[config.mk]
export PLATFORM = sky130hd
export DESIGN_NAME = itu_datapath
export DESIGN_NICKNAME = d
export VERILOG_FILES = /design/src/design/itu_pkg.sv /design/src/design/itu_div.sv /design/src/design/itu_datapath.sv
export SDC_FILE = /design/constraint.sdc
export NUM_CORES = 2
export LEC_CHECK = 0
export ABC_AREA = 0
export BUFFER_PORTS_ARGS = -buffer_cell sky130_fd_sc_hd__buf_2
export CORE_MARGIN = 3
export CORE_UTILIZATION = 45
export CTS_CLUSTER_SIZE = 28
export DETAILED_ROUTE_END_ITERATION = 16
export PLACE_DENSITY = 0.64
export SLEW_MARGIN = 20
export SYNTH_ARGS = -nofsm -noshare
export SYNTH_HDL_FRONTEND = slang
export SYNTH_SLANG_ARGS = --single-unit
[constraint.sdc]
create_clock -name i_clk -period 9.55 [get_ports i_clk]
set_input_delay 0.955 -clock i_clk [delete_from_list [all_inputs] [get_ports i_clk]]
set_output_delay 0.955 -clock i_clk [all_outputs]
set_load 0.01 [all_outputs]
[src/design/itu_pkg.sv]
// ----------------------------------------------------------------------------
// itu_pkg
// Types and constants shared by the lookup table interpolator.
// ----------------------------------------------------------------------------
package itu_pkg;

    localparam int MAX_POINTS = 16;
    localparam int IDX_W      = $clog2(MAX_POINTS);
    localparam int DATA_W     = 16;
    localparam int LEN_W      = 5;
    localparam int PROD_W     = 2 * DATA_W;
    localparam int CNT_W      = $clog2(DATA_W + 1);
    localparam int ADDR_W     = 3;

    localparam logic [LEN_W-1:0]  LEN_RESET         = LEN_W'(16);
    localparam logic [ADDR_W-1:0] ADDR_ACTIVE_LENGTH = ADDR_W'(0);

    localparam logic [1:0] KIND_SET_Y   = 2'd0;
    localparam logic [1:0] KIND_FILL_X  = 2'd1;
    localparam logic [1:0] KIND_INTERP  = 2'd2;
    localparam logic [1:0] KIND_NEAREST = 2'd3;

    typedef enum logic [3:0] {
        CMD_NONE,
        CMD_LOAD,
        CMD_YWRITE,
        CMD_FAULT,
        CMD_DIV,
        CMD_CHK_HI,
        CMD_CHK_LO,
        CMD_SCAN,
        CMD_RD_Y0,
        CMD_MUL,
        CMD_LERP_END,
        CMD_FILL_INIT,
        CMD_FILL_WR,
        CMD_FINISH
    } t_cmd;

    typedef struct packed {
        logic [1:0] kind;
        logic       inverted;
        logic       at_hi;
        logic       at_lo;
        logic       hit;
        logic       at_last;
        logic       div_done;
    } t_status;

endpackage

[src/design/itu_div.sv]
// ----------------------------------------------------------------------------
// itu_div
// Restoring divider, one quotient bit per cycle. The upper half of the
// dividend must be below the divisor so the quotient fits in DATA_W bits.
// ----------------------------------------------------------------------------
module itu_div
    import itu_pkg::*;
(
    input  logic              i_clk,
    input  logic              i_rst_n,
    input  logic              i_start,
    input  logic [PROD_W-1:0] i_dividend,
    input  logic [DATA_W-1:0] i_divisor,
    output logic [DATA_W-1:0] o_quotient,
    output logic              o_rem_nz,
    output logic              o_done
);

    logic [DATA_W:0]   r_rem;
    logic [DATA_W-1:0] r_quo;
    logic [DATA_W-1:0] r_dvs;
    logic [CNT_W-1:0]  r_cnt;
    logic              r_busy;
    logic              r_done;
    logic [DATA_W:0]   trial;
    logic              take;

    assign trial = {r_rem[DATA_W-1:0], r_quo[DATA_W-1]};
    assign take  = trial >= {1'b0, r_dvs};

    always_ff @(posedge i_clk) begin
        if (!i_rst_n) begin
            r_busy <= 1'b0;
            r_done <= 1'b0;
            r_cnt  <= '0;
        end else if (i_start) begin
            r_busy <= 1'b1;
            r_done <= 1'b0;
            r_cnt  <= CNT_W'(DATA_W);
        end else if (r_busy) begin
            r_cnt <= r_cnt - 1'b1;
            if (r_cnt == CNT_W'(1)) begin
                r_busy <= 1'b0;
                r_done <= 1'b1;
            end
        end
    end

    always_ff @(posedge i_clk) begin
        if (i_start) begin
            r_rem <= {1'b0, i_dividend[PROD_W-1:DATA_W]};
            r_quo <= i_dividend[DATA_W-1:0];
            r_dvs <= i_divisor;
        end else if (r_busy) begin
            r_rem <= take ? (trial - {1'b0, r_dvs}) : trial;
            r_quo <= {r_quo[DATA_W-2:0], take};
        end
    end

    assign o_quotient = r_quo;
    assign o_rem_nz   = r_rem != '0;
    assign o_done     = r_done;

endmodule

[src/design/itu_datapath.sv]
// ----------------------------------------------------------------------------
// itu_datapath
// Breakpoint tables, working registers, multiplier and result registers.
// ----------------------------------------------------------------------------
module itu_datapath
    import itu_pkg::*;
(
    input  logic              i_clk,
    input  logic              i_rst_n,
    input  t_cmd              i_cmd,
    input  logic [LEN_W-1:0]  i_active_length,
    input  logic [1:0]        i_kind,
    input  logic [IDX_W-1:0]  i_index,
    input  logic [DATA_W-1:0] i_x_value,
    input  logic [DATA_W-1:0] i_x_max,
    input  logic [DATA_W-1:0] i_y_value,
    output t_status           o_status,
    output logic [DATA_W-1:0] o_y_result,
    output logic [IDX_W-1:0]  o_position,
    output logic              o_saturated,
    output logic              o_fault
);

    logic [DATA_W-1:0] r_x_mem [MAX_POINTS];
    logic [DATA_W-1:0] r_y_mem [MAX_POINTS];

    logic [1:0]        r_kind;
    logic [IDX_W-1:0]  r_index;
    logic [DATA_W-1:0] r_xv, r_xmax, r_yv;
    logic [IDX_W-1:0]  r_i;
    logic [DATA_W-1:0] r_prev, r_x1, r_y0, r_y1, r_span, r_step, r_acc;
    logic [PROD_W-1:0] r_prod;
    logic              r_dyneg;
    logic [DATA_W-1:0] r_res_y;
    logic [IDX_W-1:0]  r_res_pos;
    logic              r_res_sat, r_res_flt;

    logic [IDX_W-1:0]  last_idx;
    logic [IDX_W-1:0]  rd_idx;
    logic [DATA_W-1:0] x_rd, y_rd;
    logic [DATA_W:0]   mid_sum;
    logic [DATA_W-1:0] mid;
    logic [IDX_W-1:0]  near_pos;
    logic [DATA_W-1:0] abs_dy;
    logic [DATA_W-1:0] quo;
    logic              rem_nz, div_done;
    logic [PROD_W-1:0] div_num;
    logic [DATA_W-1:0] div_den;

    // Length clamped to the legal range of two to MAX_POINTS entries.
    always_comb begin
        priority if (i_active_length < LEN_W'(2)) begin
            last_idx = IDX_W'(1);
        end else if (i_active_length > LEN_W'(MAX_POINTS)) begin
            last_idx = IDX_W'(MAX_POINTS - 1);
        end else begin
            last_idx = IDX_W'(i_active_length - 1'b1);
        end
    end

    always_comb begin
        unique case (i_cmd)
            CMD_CHK_HI: rd_idx = last_idx;
            CMD_CHK_LO: rd_idx = '0;
            CMD_RD_Y0:  rd_idx = r_i - 1'b1;
            default:    rd_idx = r_i;
        endcase
    end

    assign x_rd = r_x_mem[rd_idx];
    assign y_rd = r_y_mem[rd_idx];

    assign mid_sum = {1'b0, r_prev} + {1'b0, x_rd};
    assign mid     = mid_sum[DATA_W:1];
    always_comb begin
        if (r_prev < x_rd) begin
            near_pos = (r_xv < mid) ? (r_i - 1'b1) : r_i;
        end else begin
            near_pos = (r_xv > mid) ? (r_i - 1'b1) : r_i;
        end
    end

    assign abs_dy = (r_y1 < r_y0) ? (r_y0 - r_y1) : (r_y1 - r_y0);

    assign div_num = (r_kind == KIND_FILL_X) ? {{DATA_W{1'b0}}, r_xmax - r_xv} : r_prod;
    assign div_den = (r_kind == KIND_FILL_X) ? DATA_W'(last_idx) : r_span;

    itu_div u_div (
        .i_clk      (i_clk),
        .i_rst_n    (i_rst_n),
        .i_start    (i_cmd == CMD_DIV),
        .i_dividend (div_num),
        .i_divisor  (div_den),
        .o_quotient (quo),
        .o_rem_nz   (rem_nz),
        .o_done     (div_done)
    );

    always_comb begin
        o_status.kind     = r_kind;
        o_status.inverted = r_xmax < r_xv;
        o_status.at_hi    = r_xv >= x_rd;
        o_status.at_lo    = r_xv <= x_rd;
        o_status.hit      = (r_prev <= r_xv) && (x_rd >= r_xv);
        o_status.at_last  = r_i == last_idx;
        o_status.div_done = div_done;
    end

    always_ff @(posedge i_clk) begin
        unique case (i_cmd)
            CMD_LOAD: begin
                r_kind    <= i_kind;
                r_index   <= i_index;
                r_xv      <= i_x_value;
                r_xmax    <= i_x_max;
                r_yv      <= i_y_value;
                r_res_y   <= '0;
                r_res_pos <= '0;
                r_res_sat <= 1'b0;
                r_res_flt <= 1'b0;
            end
            CMD_YWRITE: r_y_mem[r_index] <= r_yv;
            CMD_FAULT:  r_res_flt <= 1'b1;
            CMD_CHK_HI: begin
                if (o_status.at_hi) begin
                    r_res_sat <= 1'b1;
                    r_res_pos <= last_idx;
                    if (r_kind == KIND_INTERP) r_res_y <= y_rd;
                end
            end
            CMD_CHK_LO: begin
                if (o_status.at_lo) begin
                    r_res_sat <= 1'b1;
                    if (r_kind == KIND_INTERP) r_res_y <= y_rd;
                end
                r_prev <= x_rd;
                r_i    <= IDX_W'(1);
            end
            CMD_SCAN: begin
                if (o_status.hit) begin
                    r_x1      <= x_rd;
                    r_y1      <= y_rd;
                    r_res_pos <= (r_kind == KIND_NEAREST) ? near_pos : (r_i - 1'b1);
                end else if (o_status.at_last) begin
                    r_res_flt <= 1'b1;
                    r_res_pos <= last_idx;
                    if (r_kind == KIND_INTERP) r_res_y <= y_rd;
                end else begin
                    r_prev <= x_rd;
                    r_i    <= r_i + 1'b1;
                end
            end
            CMD_RD_Y0: r_y0 <= y_rd;
            CMD_MUL: begin
                r_prod  <= (r_xv - r_prev) * abs_dy;
                r_span  <= r_x1 - r_prev;
                r_dyneg <= r_y1 < r_y0;
            end
            CMD_LERP_END: begin
                // Exact floor: a falling segment rounds the magnitude up.
                priority if (r_xv <= r_prev) begin
                    r_res_y <= r_y0;
                end else if (r_xv >= r_x1) begin
                    r_res_y <= r_y1;
                end else if (r_dyneg) begin
                    r_res_y <= r_y0 - quo - DATA_W'(rem_nz);
                end else begin
                    r_res_y <= r_y0 + quo;
                end
            end
            CMD_FILL_INIT: begin
                r_step <= quo;
                r_acc  <= r_xv;
                r_i    <= '0;
            end
            CMD_FILL_WR: begin
                r_x_mem[r_i] <= r_acc;
                r_acc        <= r_acc + r_step;
                r_i          <= r_i + 1'b1;
            end
            CMD_FINISH: begin
                o_y_result  <= r_res_y;
                o_position  <= r_res_pos;
                o_saturated <= r_res_sat;
                o_fault     <= r_res_flt;
            end
            default: begin
            end
        endcase
    end

endmodule

==> results.ini <==
[drt]
drc_errors = 0
dr.pass1.iters = 6
post_drt_wl_per_cell_um = 23.02
post_drt_via_cell_ratio = 5.632
ant_nets = 0
route.final.wire_length_um = 144800
detailedRoute.firstIterationViolations = 3198
vias = 35437

[logic_synthesis]
synth_area_leader_cell = edfxtp_1
synth-main-ff-cell = edfxtp_1
post_synth_arst_share = 0
synth_enable_flop_cells = 807
postSynthNetCount = 5230
synth.avg_cell_area_um2 = 11.12
synthesis.area_mm2 = 0.05076
ys_seq_area_frac = 0.4806
synth_top_cell_area_share = 0.4774
yosysWarningCount = 0
postSynthRegisterBits = 815
netlist_top_cells_area = edfxtp_1, fa_1, ha_1, inv_1, nand2_1
synth.lib_cells_used.distinct = 91
netlist_instances = 4563

[clocking]
cts_tree = done
path_clk_slew_ns = 0.06
hold_buf_count_cts = 0
tritoncts_num_sinks = 815
clk_latency_ns = 0.69
cts.path.max_buffers = 3
h-tree-depth = 3
tritoncts.num_buffers = 88
cts_root_buf = clkbuf_16

[worst_setup_path]
crit_type = reg2reg
reg2reg_setup_slack_ns = 0.33
arrival_ns = 9.61
start_kind = flop
timing.rr.end = r_prod[31]
setup.worst_path.end = r_prod[31]
cp.required_ns = 9.94
ff2ff_path_depth = 33
crit_path_largest_cell_delay_ns = 0.67
timing.critical_path.mode_cell = fa_1
worst_setup_path_end_kind = flop
crit_path_max_fanout = 19
regToRegStartpoint = r_y0[9]
timing.critical_path.slowest_stage_cell = fa_1
crit_path_start = r_y0[9]

[die]
io_pins = 95
die_w_um = 341.9
placement_rows = 122
coreArea_mm2 = 0.1113
fp.dieH_um = 341.9
initial_core_util = 0.4561
die-area_mm2 = 0.1169

[global_routing]
grt_first_pass_wirelength_um = 215900
grtUsageTotal = 0.2454
number_of_antenna_violations_at_the_first_check_in_global_routing = 12
vias_in_the_first_global_route = 34592
overflow = 0
grt_start_max_net_pins = 77

[min_path]
timing.hold.worst.class = reg2reg

[sta]
worst_max_slew_margin_expressed_relative_to_the_limit = 0.2293
slew_viol_final = 0
period_share = 0.9654
report.final.hold_viol_count = 0
pin_slew_with_the_least_headroom_to_its_limit_ns = 1.148
fmax_ghz = 0.1085
final-setup-viol-count = 0
fin_worst_skew_ns = 0.06457
final.min_clock_period_ns = 9.220
timing.setup.tns_ns = 0

[power]
standby_leakage_power_nw = 22.62
power.ir.vdd_worst_uv = 965.0
p_per_area_mw_per_mm2 = 395.9
post-layout-total-power_mw = 22.47

[flow_run]
reported_max_cap_violation_count = 0

[place]
io_buffer_count = 94
place.gp.congestion = 0.9259
hpwlAfterDp_um = 105500

[finish]
layout_cells_sized_above_1 = 0.09831
layout.nets = 5398
regArea_mm2 = 0.02439
multiInputGateArea_mm2 = 0.02374
final.fill_count = 9765
area_growth_pct = 11.82

[status]
outcome = completed

## flip-flops by register name, indices dropped and copies added, names as in the netlist, 4 cells and up
name,count
r_prev,16
o_y_result,16
r_yv,16
r_prod,32
u_div.o_quotient,16
r_xv,16
r_step,16
r_span,16
u_div.r_cnt,5
r_res_pos,4
o_position,4
r_res_y,16
r_index,4
r_y0,16
r_i,4
r_x1,16
r_x_mem,256
r_xmax,16
r_y_mem,256
u_div.r_rem,17
r_y1,16
r_acc,16
u_div.r_dvs,16
## through the flow
stage	area [um^2]	utilization	setup slack (ns)	hold slack, ns	cells
finish	56760	0.5101	0.3302	0.4084	6292
global route	56750	0.5100	-0.01195	0.4153	6289
CTS	56620	0.5088	0.03754	0.3985	6285
detailed placement	53800	0.4834	-0.1522	0.4045	6125
global placement	53800	0.4834	0.02243	0.4017	6125
floorplan	50760	-	0.6776	0.4003	4563
## critical path: cells and delay by family (launching register included)
family	cells	cell delay [ns]
flops	1	0.42
buf+inv	5	0.76
xor+xnor	3	0.48
mux	1	0.34
compound gates	13	2.88
fa+ha+maj	8	3.69
simple gates	3	0.36
## cell usage after synthesis (all sizes together) (54+ instances only)
master / number
a211oi: 181
fa: 278
o21ai: 137
nor2: 278
clkbuf: 146
a21oi: 235
a21o: 66
ha: 324
a311oi: 68
edfxtp: 807
nand2: 523
nor3: 54
inv: 582
xnor2: 115
and2: 157
a31oi: 83
nand2b: 54
## where the power goes
group,internal (mW),switching (mW)
Combinational,5.98,8.27
Clock,1.85,1.46
Sequential,4.79,0.116
Total,12.6,9.85
## cell usage in the layout (no fill, tap or decap), drive strengths merged, types with 45 or more instances in the layout
| cell type | n |
|---|---|
| a211oi | 181 |
| a21o | 66 |
| a21oi | 235 |
| a311oi | 68 |
| a31oi | 83 |
| and2 | 157 |
| buf | 256 |
| clkbuf | 107 |
| clkinv | 45 |
| edfxtp | 807 |
| fa | 278 |
| ha | 324 |
| inv | 584 |
| nand2 | 523 |
| nand2b | 54 |
| nor2 | 278 |
| nor3 | 54 |
| o21ai | 137 |
| xnor2 | 115 |
| xor2 | 46 |
## cell families after synthesis
group | after synthesis | synth area share
flip-flops | 815 | 0.4806
buffers and inverters | 762 | 0.05694
XOR/XNOR | 161 | 0.02778
AO/OA/AOI/OAI | 957 | 0.1267
multiplexers | 35 | 0.007345
AND/OR/NAND/NOR | 1231 | 0.1112
adder cells (fa/ha/maj) | 602 | 0.1895
## worst min-delay path by stage
stage | slack (ns) | start | cells past startpoint | end
finish | 0.41 | r_res_y[0] | 0 | o_y_result[0]
global route | 0.42 | i_kind[1] | 1 | r_kind[1]
CTS | 0.40 | i_x_value[12] | 1 | r_xv[12]
detailed placement | 0.40 | r_res_y[13] | 0 | o_y_result[13]
global placement | 0.40 | r_res_y[4] | 0 | o_y_result[4]
floorplan | 0.40 | r_res_flt | 0 | o_fault
## what timing repair did
item | 4_1_cts | 5_1_grt
setup endpoints to repair | 1 | 8
resized for setup | 1 | 18
setup buffers | 0 | 4
pin swaps | 0 | 1
## cell type report
| class | instances | share of cell area |
|---|---|---|
| sequential | 815 | 0.4298 |
| tap | 1488 | 0.03280 |
| timing repair buffer | 256 | 0.03082 |
| antenna | 3 | 0.0001323 |
| inverter | 584 | 0.03864 |
| clock buffer | 107 | 0.04060 |
| clock inverter | 53 | 0.008994 |
| multi-input combinational | 2986 | 0.4183 |
## metal layers
layer  GRT usage  routed length (um)
met2      0.3872               65570
met1      0.3510               63740
met3     0.04092               11330
met5           0                  57
met4     0.06815                4127
Power figures use the tool's default switching activity.
