`config.mk`:
```
export PLATFORM = sky130hd
export DESIGN_NAME = itu_ctrl
export DESIGN_NICKNAME = d
export VERILOG_FILES = /design/src/design/itu_pkg.sv /design/src/design/itu_ctrl.sv
export SDC_FILE = /design/constraint.sdc
export NUM_CORES = 1
export LEC_CHECK = 0
export ABC_CLOCK_PERIOD_IN_PS = 2200
export BUFFER_PORTS_ARGS = -buffer_cell sky130_fd_sc_hd__buf_4
export CELL_PAD_IN_SITES_DETAIL_PLACEMENT = 1
export CELL_PAD_IN_SITES_GLOBAL_PLACEMENT = 1
export CORE_MARGIN = 3
export CORE_UTILIZATION = 39
export CTS_CLUSTER_DIAMETER = 60
export DETAILED_ROUTE_END_ITERATION = 8
export PLACE_DENSITY = 0.77
export SYNTH_ARGS = -nofsm -noshare
export SYNTH_HDL_FRONTEND = slang
export SYNTH_SLANG_ARGS = --single-unit
```
`constraint.sdc`:
```
create_clock -name i_clk -period 2.2 [get_ports i_clk]
set_input_delay 0.22 -clock i_clk [delete_from_list [all_inputs] [get_ports i_clk]]
set_output_delay 0.22 -clock i_clk [all_outputs]
set_load 0.005 [all_outputs]
```
`src/design/itu_pkg.sv`:
```
// ----------------------------------------------------------------------------
// itu_pkg
// Types and constants shared by the lookup table interpolator.
// ----------------------------------------------------------------------------
package itu_pkg;

    localparam int MAX_POINTS = 16;
    localparam int IDX_W      = $clog2(MAX_POINTS);
    localparam int DATA_W     = 16;
    localparam int LEN_W      = 5;
    localparam int PROD_W     = 2 * DATA_W;
    localparam int CNT_W      = $clog2(DATA_W + 1);
    localparam int ADDR_W     = 3;

    localparam logic [LEN_W-1:0]  LEN_RESET         = LEN_W'(16);
    localparam logic [ADDR_W-1:0] ADDR_ACTIVE_LENGTH = ADDR_W'(0);

    localparam logic [1:0] KIND_SET_Y   = 2'd0;
    localparam logic [1:0] KIND_FILL_X  = 2'd1;
    localparam logic [1:0] KIND_INTERP  = 2'd2;
    localparam logic [1:0] KIND_NEAREST = 2'd3;

    typedef enum logic [3:0] {
        CMD_NONE,
        CMD_LOAD,
        CMD_YWRITE,
        CMD_FAULT,
        CMD_DIV,
        CMD_CHK_HI,
        CMD_CHK_LO,
        CMD_SCAN,
        CMD_RD_Y0,
        CMD_MUL,
        CMD_LERP_END,
        CMD_FILL_INIT,
        CMD_FILL_WR,
        CMD_FINISH
    } t_cmd;

    typedef struct packed {
        logic [1:0] kind;
        logic       inverted;
        logic       at_hi;
        logic       at_lo;
        logic       hit;
        logic       at_last;
        logic       div_done;
    } t_status;

endpackage

```
`src/design/itu_ctrl.sv`:
```
// ----------------------------------------------------------------------------
// itu_ctrl
// Sequencer that steps the datapath through one item at a time.
// ----------------------------------------------------------------------------
module itu_ctrl
    import itu_pkg::*;
(
    input  logic    i_clk,
    input  logic    i_rst_n,
    input  logic    i_in_valid,
    output logic    o_in_ready,
    output logic    o_out_valid,
    input  logic    i_out_ready,
    input  t_status i_status,
    output t_cmd    o_cmd
);

    typedef enum logic [10:0] {
        ST_IDLE = 11'b00000000001,
        ST_DISP = 11'b00000000010,
        ST_LO   = 11'b00000000100,
        ST_SCAN = 11'b00000001000,
        ST_Y0   = 11'b00000010000,
        ST_MUL  = 11'b00000100000,
        ST_DIV  = 11'b00001000000,
        ST_DIVW = 11'b00010000000,
        ST_POST = 11'b00100000000,
        ST_FILL = 11'b01000000000,
        ST_DONE = 11'b10000000000
    } t_state;

    t_state r_state, n_state;
    logic   r_out_valid, n_out_valid;
    logic   out_free;

    assign out_free   = !r_out_valid || i_out_ready;
    assign o_in_ready = r_state == ST_IDLE;

    always_comb begin
        n_state     = r_state;
        n_out_valid = r_out_valid && !i_out_ready;
        o_cmd       = CMD_NONE;
        unique case (r_state)
            ST_IDLE: begin
                if (i_in_valid) begin
                    o_cmd   = CMD_LOAD;
                    n_state = ST_DISP;
                end
            end
            ST_DISP: begin
                unique case (i_status.kind)
                    KIND_SET_Y: begin
                        o_cmd   = CMD_YWRITE;
                        n_state = ST_DONE;
                    end
                    KIND_FILL_X: begin
                        o_cmd   = i_status.inverted ? CMD_FAULT : CMD_DIV;
                        n_state = i_status.inverted ? ST_DONE : ST_DIVW;
                    end
                    default: begin
                        o_cmd   = CMD_CHK_HI;
                        n_state = i_status.at_hi ? ST_DONE : ST_LO;
                    end
                endcase
            end
            ST_LO: begin
                o_cmd   = CMD_CHK_LO;
                n_state = i_status.at_lo ? ST_DONE : ST_SCAN;
            end
            ST_SCAN: begin
                o_cmd = CMD_SCAN;
                if (i_status.hit) begin
                    n_state = (i_status.kind == KIND_INTERP) ? ST_Y0 : ST_DONE;
                end else if (i_status.at_last) begin
                    n_state = ST_DONE;
                end
            end
            ST_Y0: begin
                o_cmd   = CMD_RD_Y0;
                n_state = ST_MUL;
            end
            ST_MUL: begin
                o_cmd   = CMD_MUL;
                n_state = ST_DIV;
            end
            ST_DIV: begin
                o_cmd   = CMD_DIV;
                n_state = ST_DIVW;
            end
            ST_DIVW: begin
                if (i_status.div_done) n_state = ST_POST;
            end
            ST_POST: begin
                if (i_status.kind == KIND_FILL_X) begin
                    o_cmd   = CMD_FILL_INIT;
                    n_state = ST_FILL;
                end else begin
                    o_cmd   = CMD_LERP_END;
                    n_state = ST_DONE;
                end
            end
            ST_FILL: begin
                o_cmd = CMD_FILL_WR;
                if (i_status.at_last) n_state = ST_DONE;
            end
            ST_DONE: begin
                if (out_free) begin
                    o_cmd       = CMD_FINISH;
                    n_out_valid = 1'b1;
                    n_state     = ST_IDLE;
                end
            end
            default: n_state = ST_IDLE;
        endcase
    end

    always_ff @(posedge i_clk) begin
        if (!i_rst_n) begin
            r_state     <= ST_IDLE;
            r_out_valid <= 1'b0;
        end else begin
            r_state     <= n_state;
            r_out_valid <= n_out_valid;
        end
    end

    assign o_out_valid = r_out_valid;

endmodule

```
==> flow_summary.json, run 1 <==
{
  "port_buffers": 17,
  "place_ws_ns": 0.2766,
  "synthCells": 121,
  "yosysTopAreaCellShare": 0.2468,
  "finalHoldViolCount": 0,
  "dieArea_um2": 3132,
  "clk_latency_ns": 0.28,
  "gp_congestion": 0.8923,
  "setup_viol": 0,
  "worstMarginPinSlew_ns": 0.3983,
  "cts_inserted_buffers": 3,
  "min_period_ns": 2.111,
  "p_leak_nw": 0.4926,
  "power_mw": 0.6516,
  "placed_area_um2": 1095,
  "fp.dieH_um": 55.96,
  "path_max_fanout": 8,
  "htreeDepth": 1,
  "hold_end": "r_state[2]",
  "fin_ws_ns": 0.08919,
  "fin_skew_ns": 0.0009401,
  "fin_util": 0.5103,
  "ant_nets": 0,
  "num_vias": 1058,
  "pwr_density_cell_nw_per_um2": 555.8,
  "die_width_um": 55.96,
  "grt_pass1_wl_um": 4981,
  "cpMaxStageDelayCell": "dfxtp_1",
  "path_cells": "nor2_4 > nand4_1 > inv_1 > a32o_1 > a211o_1 > buf_4",
  "synth_cell_types": 48,
  "holdPathStages": 2,
  "setup-tns-final_ns": 0,
  "post-route-period-util": 0.9595,
  "synth-compound-area-share": 0.2391,
  "core_area_um2": 2297,
  "syn_nets": 133,
  "track_usage": 0.2028,
  "pin_count": 18,
  "via_per_inst": 6.373,
  "grt_overflow": 0,
  "synth.area.mux_share": 0,
  "peakVddDrop_uv": 440.7,
  "worst_r2r_endpoint": "r_state[10]",
  "synth.cell_area_um2": 973.4,
  "drtIter0Drc": 21,
  "cp-start-kind": "flip-flop",
  "dp_hpwl_um": 2359,
  "cpPeakStageDelay_ns": 0.57,
  "critPathCaptureType": "output port",
  "worst_hold_path_type": "in2reg",
  "grt_pass1_vias": 991,
  "regToRegSetupSlack_ns": 0.41,
  "arrival_ns": 1.89,
  "fmax_mhz": 473.8,
  "clockBufferDepth": 2,
  "cts_tree": "built",
  "top_layer_used": "met4",
  "wl_met3_um": 247,
  "layout-drive-gt1-share": 0.3043,
  "antenna-diode-count": 0,
  "ys_seq_area_frac": 0.2468,
  "yosys_most_used_dff": "dfxtp_1",
  "syn_to_final_growth_pct": 20.44,
  "yosysWarningCount": 0,
  "drc": 0,
  "cts_sinks": 12,
  "dr.pass1.iters": 4,
  "numPlacedInstances": 160,
  "cap_violations": 0,
  "synth_xor_area_frac": 0.02699,
  "synthArstFlopShare": 0,
  "synthTopCellsByArea": "dfxtp_1 25%, nor3b_1 4.6%, o32ai_1 4.5%",
  "synthSimpleGateAreaFrac": 0.3830,
  "r2r_start": "r_state[3]",
  "synth_fa_ha_area_frac": 0,
  "grt_start_max_net_pins": 14,
  "wire_per_inst_um": 19.55,
  "crit_type": "reg2out",
  "synth-edff-count": 0,
  "fin_cells": 166,
  "totalWireLength_um": 3246,
  "synth.avg_cell_area_um2": 8.045,
  "initial_core_util": 0.4237,
  "wl_met2_um": 1612,
  "synth_seq_cells": 12,
  "yosysTopAreaCell": "dfxtp_1",
  "final.fill_count": 291,
  "rows": 17,
  "synth_top_family_by_area": "simple AND/OR/NAND/NOR gates",
  "status": "finished clean",
  "clkTransAtPathRegs_ns": 0.08,
  "whs_ns": 0.09580,
  "crit_required_ns": 1.98,
  "wl_met1_um": 1308,
  "worstRegToRegCells": 5,
  "root_buffer": "clkbuf_4",
  "slew_violations": 0,
  "hp-start": "i_status[4]",
  "postLayoutCellArea_um2": 1172,
  "antenna_found_initial": 0,
  "relSlewSlack": 0.7341,
  "final_net_count": 152
}
cells by family after synthesis:
group,Yosys count
simple gates,56
compound gates,31
flops,12
buf+inv,19
xor+xnor,3
critical path, delay by kind of cell (launching register included):
family | cells | cell delay (ns)
compound gates | 2 | 0.49
simple gates | 2 | 0.32
buf+inv | 2 | 0.23
flops | 1 | 0.57
power breakdown:
group / switching [mW] / leakage (nW) / internal (mW)
registers: 0.0360 / 0.0995 / 0.229
clock network: 0.0813 / 0.0138 / 0.0636
logic: 0.121 / 0.379 / 0.120
total: 0.239 / 0.493 / 0.413
worst max path at each step:
stage | from | end | slack (ns)
4_1_cts | r_state[3] | o_cmd[0] | 0.006
3_3_place_gp | r_state[10] | o_cmd[0] | 0.32
6_report | r_state[9] | o_cmd[0] | 0.09
2_1_floorplan | r_state[7] | o_cmd[0] | 0.65
3_5_place_dp | r_state[1] | o_cmd[3] | 0.28
5_1_grt | r_state[5] | o_cmd[0] | -0.01
per-layer routing:
metal,up-vias,GRT usage
met4,0,0.08475
met2,45,0.3205
met5,-,0
li1,493,-
met3,10,0.04408
met1,510,0.2643
cells in the mapped netlist (2+ instances only):
master     count
dfxtp_1       12
inv_1         10
nor2_1         8
nand4_1        6
nor3b_1        6
o21ai_0        6
nand2_1        5
o32ai_1        5
nand3_1        4
nor4_1         4
buf_2          3
nor2b_1        3
o21a_1         3
o22ai_1        3
a31oi_1        2
and2_1         2
buf_4          2
buf_6          2
nand3b_1       2
nor3_1         2
nor4_2         2
o2111ai_1      2
xor2_1         2
cell type report:
type                            instances  area [um^2]  area share
Tap cell                               28        35.03     0.02988
Inverter                               10        37.54     0.03202
Sequential cell                        12        246.5      0.2102
Clock buffer                            3        22.52     0.01921
Multi-Input combinational cell         90        658.1      0.5614
Timing Repair Buffer                   23        172.7      0.1473
what timing repair did:
item | CTS | global route
gates resized for setup | 2 | 7
hold buffers | 0 | 0
hold endpoints to repair | 0 | 0
pin swaps | 0 | 2
setup buffers | 0 | 3
endpoints found under the setup margin | 2 | 3
flip-flops by register name, indices dropped and copies added (netlist names):
name,flops
r_state,11
o_out_valid,1
placed cells by master, fill, tap and decap left out, drive strengths merged, types with 2 or more instances in the layout:
cell type	n
and2	2
clkbuf	3
nand4	7
dfxtp	12
o2111ai	2
nor2b	3
xor2	2
nand3b	2
nor3b	6
nor3	3
nor4	7
o21a	3
inv	10
nand2	5
nand3	4
o21ai	6
o32ai	5
a31oi	2
buf	23
nor2	9
o22ai	3
(Power assumes the default switching activity.)
==> run 2: changes to the inputs <==
--- a/config.mk
+++ b/config.mk
@@ -14,4 +14,5 @@
 export CTS_CLUSTER_DIAMETER = 60
 export DETAILED_ROUTE_END_ITERATION = 8
+export GPL_ROUTABILITY_DRIVEN = 0
 export PLACE_DENSITY = 0.77
 export SYNTH_ARGS = -nofsm -noshare
==> constraint.sdc (replaced) <==
create_clock -name i_clk -period 2.2 [get_ports i_clk]
set_input_delay 0.22 -clock i_clk [delete_from_list [all_inputs] [get_ports i_clk]]
set_output_delay 0.22 -clock i_clk [all_outputs]
set_load 0.01 [all_outputs]
==> flow_summary.json, run 2 (same netlist as run 1, synthesis figures left out) <==
{
  "min_period_ns": 2.113,
  "grt_overflow": 0,
  "power_mw": 0.6532,
  "fin_skew_ns": 0.005284,
  "final.fill_count": 285,
  "peakVddDrop_uv": 387.4,
  "via_per_inst": 6.285,
  "setup_viol": 0,
  "grt_pass1_vias": 959,
  "dr.pass1.iters": 4,
  "fp.dieH_um": 55.96,
  "status": "finished clean",
  "finalHoldViolCount": 0,
  "worst_hold_path_type": "in2reg",
  "port_buffers": 17,
  "largest_reg_flops": 11,
  "holdPathStages": 2,
  "critPathCaptureType": "output port",
  "syn_to_final_growth_pct": 19.67,
  "ant_nets": 0,
  "track_usage": 0.1940,
  "core_area_um2": 2297,
  "hp-start": "i_status[4]",
  "path_cells": "or3_1 > nor4_2 > o2111ai_1 > nand2_1 > buf_4",
  "placed_area_um2": 1095,
  "worstMarginPinSlew_ns": 0.4436,
  "path_buf_inv": 1,
  "clkTransAtPathRegs_ns": 0.07,
  "numPlacedInstances": 160,
  "rows": 17,
  "antenna_found_initial": 0,
  "regToRegSetupSlack_ns": 0.40,
  "fin_util": 0.5071,
  "setup-tns-final_ns": 0,
  "dp_hpwl_um": 2316,
  "grt_start_max_net_pins": 14,
  "pin_count": 18,
  "wire_per_inst_um": 19.49,
  "layout-drive-gt1-share": 0.2993,
  "cp-start-kind": "flip-flop",
  "crit_required_ns": 1.98,
  "num_vias": 1037,
  "cap_violations": 0,
  "drtIter0Drc": 23,
  "mostFrequentLayoutCell": "buf_4",
  "worst_r2r_endpoint": "r_state[10]",
  "crit_family": "simple AND/OR/NAND/NOR gates",
  "hold_end": "r_state[2]",
  "r2r_start": "r_state[3]",
  "root_buffer": "clkbuf_4",
  "grt_pass1_wl_um": 4767,
  "final_net_count": 151,
  "clockBufferDepth": 2,
  "relSlewSlack": 0.7038,
  "crit_type": "reg2out",
  "drc": 0,
  "p_leak_nw": 0.4884,
  "arrival_ns": 1.89,
  "post-route-period-util": 0.9605,
  "cts_inserted_buffers": 3,
  "postLayoutCellArea_um2": 1165,
  "initial_core_util": 0.4237,
  "final_cell_mix": "22 x buf_4, 10 x inv_1, 8 x nor2_1",
  "slew_violations": 0,
  "fin_cells": 165,
  "clk_latency_ns": 0.28,
  "pwr_density_cell_nw_per_um2": 560.7,
  "cpPeakStageDelay_ns": 0.45,
  "ctsHoldBuffers": 0,
  "regMostFlops": "r_state",
  "worstRegToRegCells": 5,
  "die_width_um": 55.96,
  "cpMaxStageDelayCell": "dfxtp_1",
  "totalWireLength_um": 3216,
  "antenna-diode-count": 0,
  "crit_start": "r_state[2]",
  "path_max_fanout": 11,
  "dieArea_um2": 3132,
  "cts_tree": "built",
  "cts_sinks": 12,
  "htreeDepth": 1,
  "fmax_mhz": 473.2
}
[run 2: changes by cell type in the layout (fill, tap and decap cells not counted)]
cell and change:
buf_4 -1
[run 2: worst max-delay path by stage]
stage	end	slack, ns	depth (start not counted)
2_1_floorplan	o_cmd[0]	0.59	6
3_3_place_gp	o_cmd[0]	0.31	5
3_5_place_dp	o_cmd[3]	0.26	5
4_1_cts	o_cmd[0]	0.005	6
5_1_grt	o_cmd[0]	-0.07	6
6_report	o_cmd[3]	0.09	5
[run 2: cell type report]
cell class	count	area [um^2]	share of cell area
clock buffer	3	22.52	0.01933
inverter	10	37.54	0.03222
multi-input combinational	90	658.1	0.5650
sequential	12	246.5	0.2116
tap	28	35.03	0.03008
timing repair buffer	22	165.2	0.1418
[run 2: timing repair]
action / CTS / global route
endpoints found under the setup margin: 2 / 3
gates resized for setup: 2 / 7
buffers inserted: 0 / 2
pin swaps: 0 / 2
cloned: 0 / 0
[run 2: layer usage]
metal / part of all wire / track usage / routed length [um] / vias to the layer above
met2: 0.50 / 0.3222 / 1610 / 36
met3: 0.076 / 0.06265 / 243 / 8
met4: 0.016 / 0.05085 / 51 / 0
met5: 0 / 0 / 0 / -
met1: 0.41 / 0.2399 / 1309 / 502
li1: - / - / - / 491
[run 2: stage by stage]
step	hold WS (ns)	worst slack, ns
5_1_grt	0.09706	-0.06997
6_report	0.1085	0.08681
3_5_place_dp	0.3998	0.2591
4_1_cts	0.09737	0.005254
2_1_floorplan	0.2961	0.5892
3_3_place_gp	0.3967	0.3083
[run 2: power breakdown]
group	internal (mW)	total [mW]	switching, mW
sequential	0.229	0.264	0.0356
clock	0.0635	0.141	0.0772
combinational	0.121	0.248	0.127
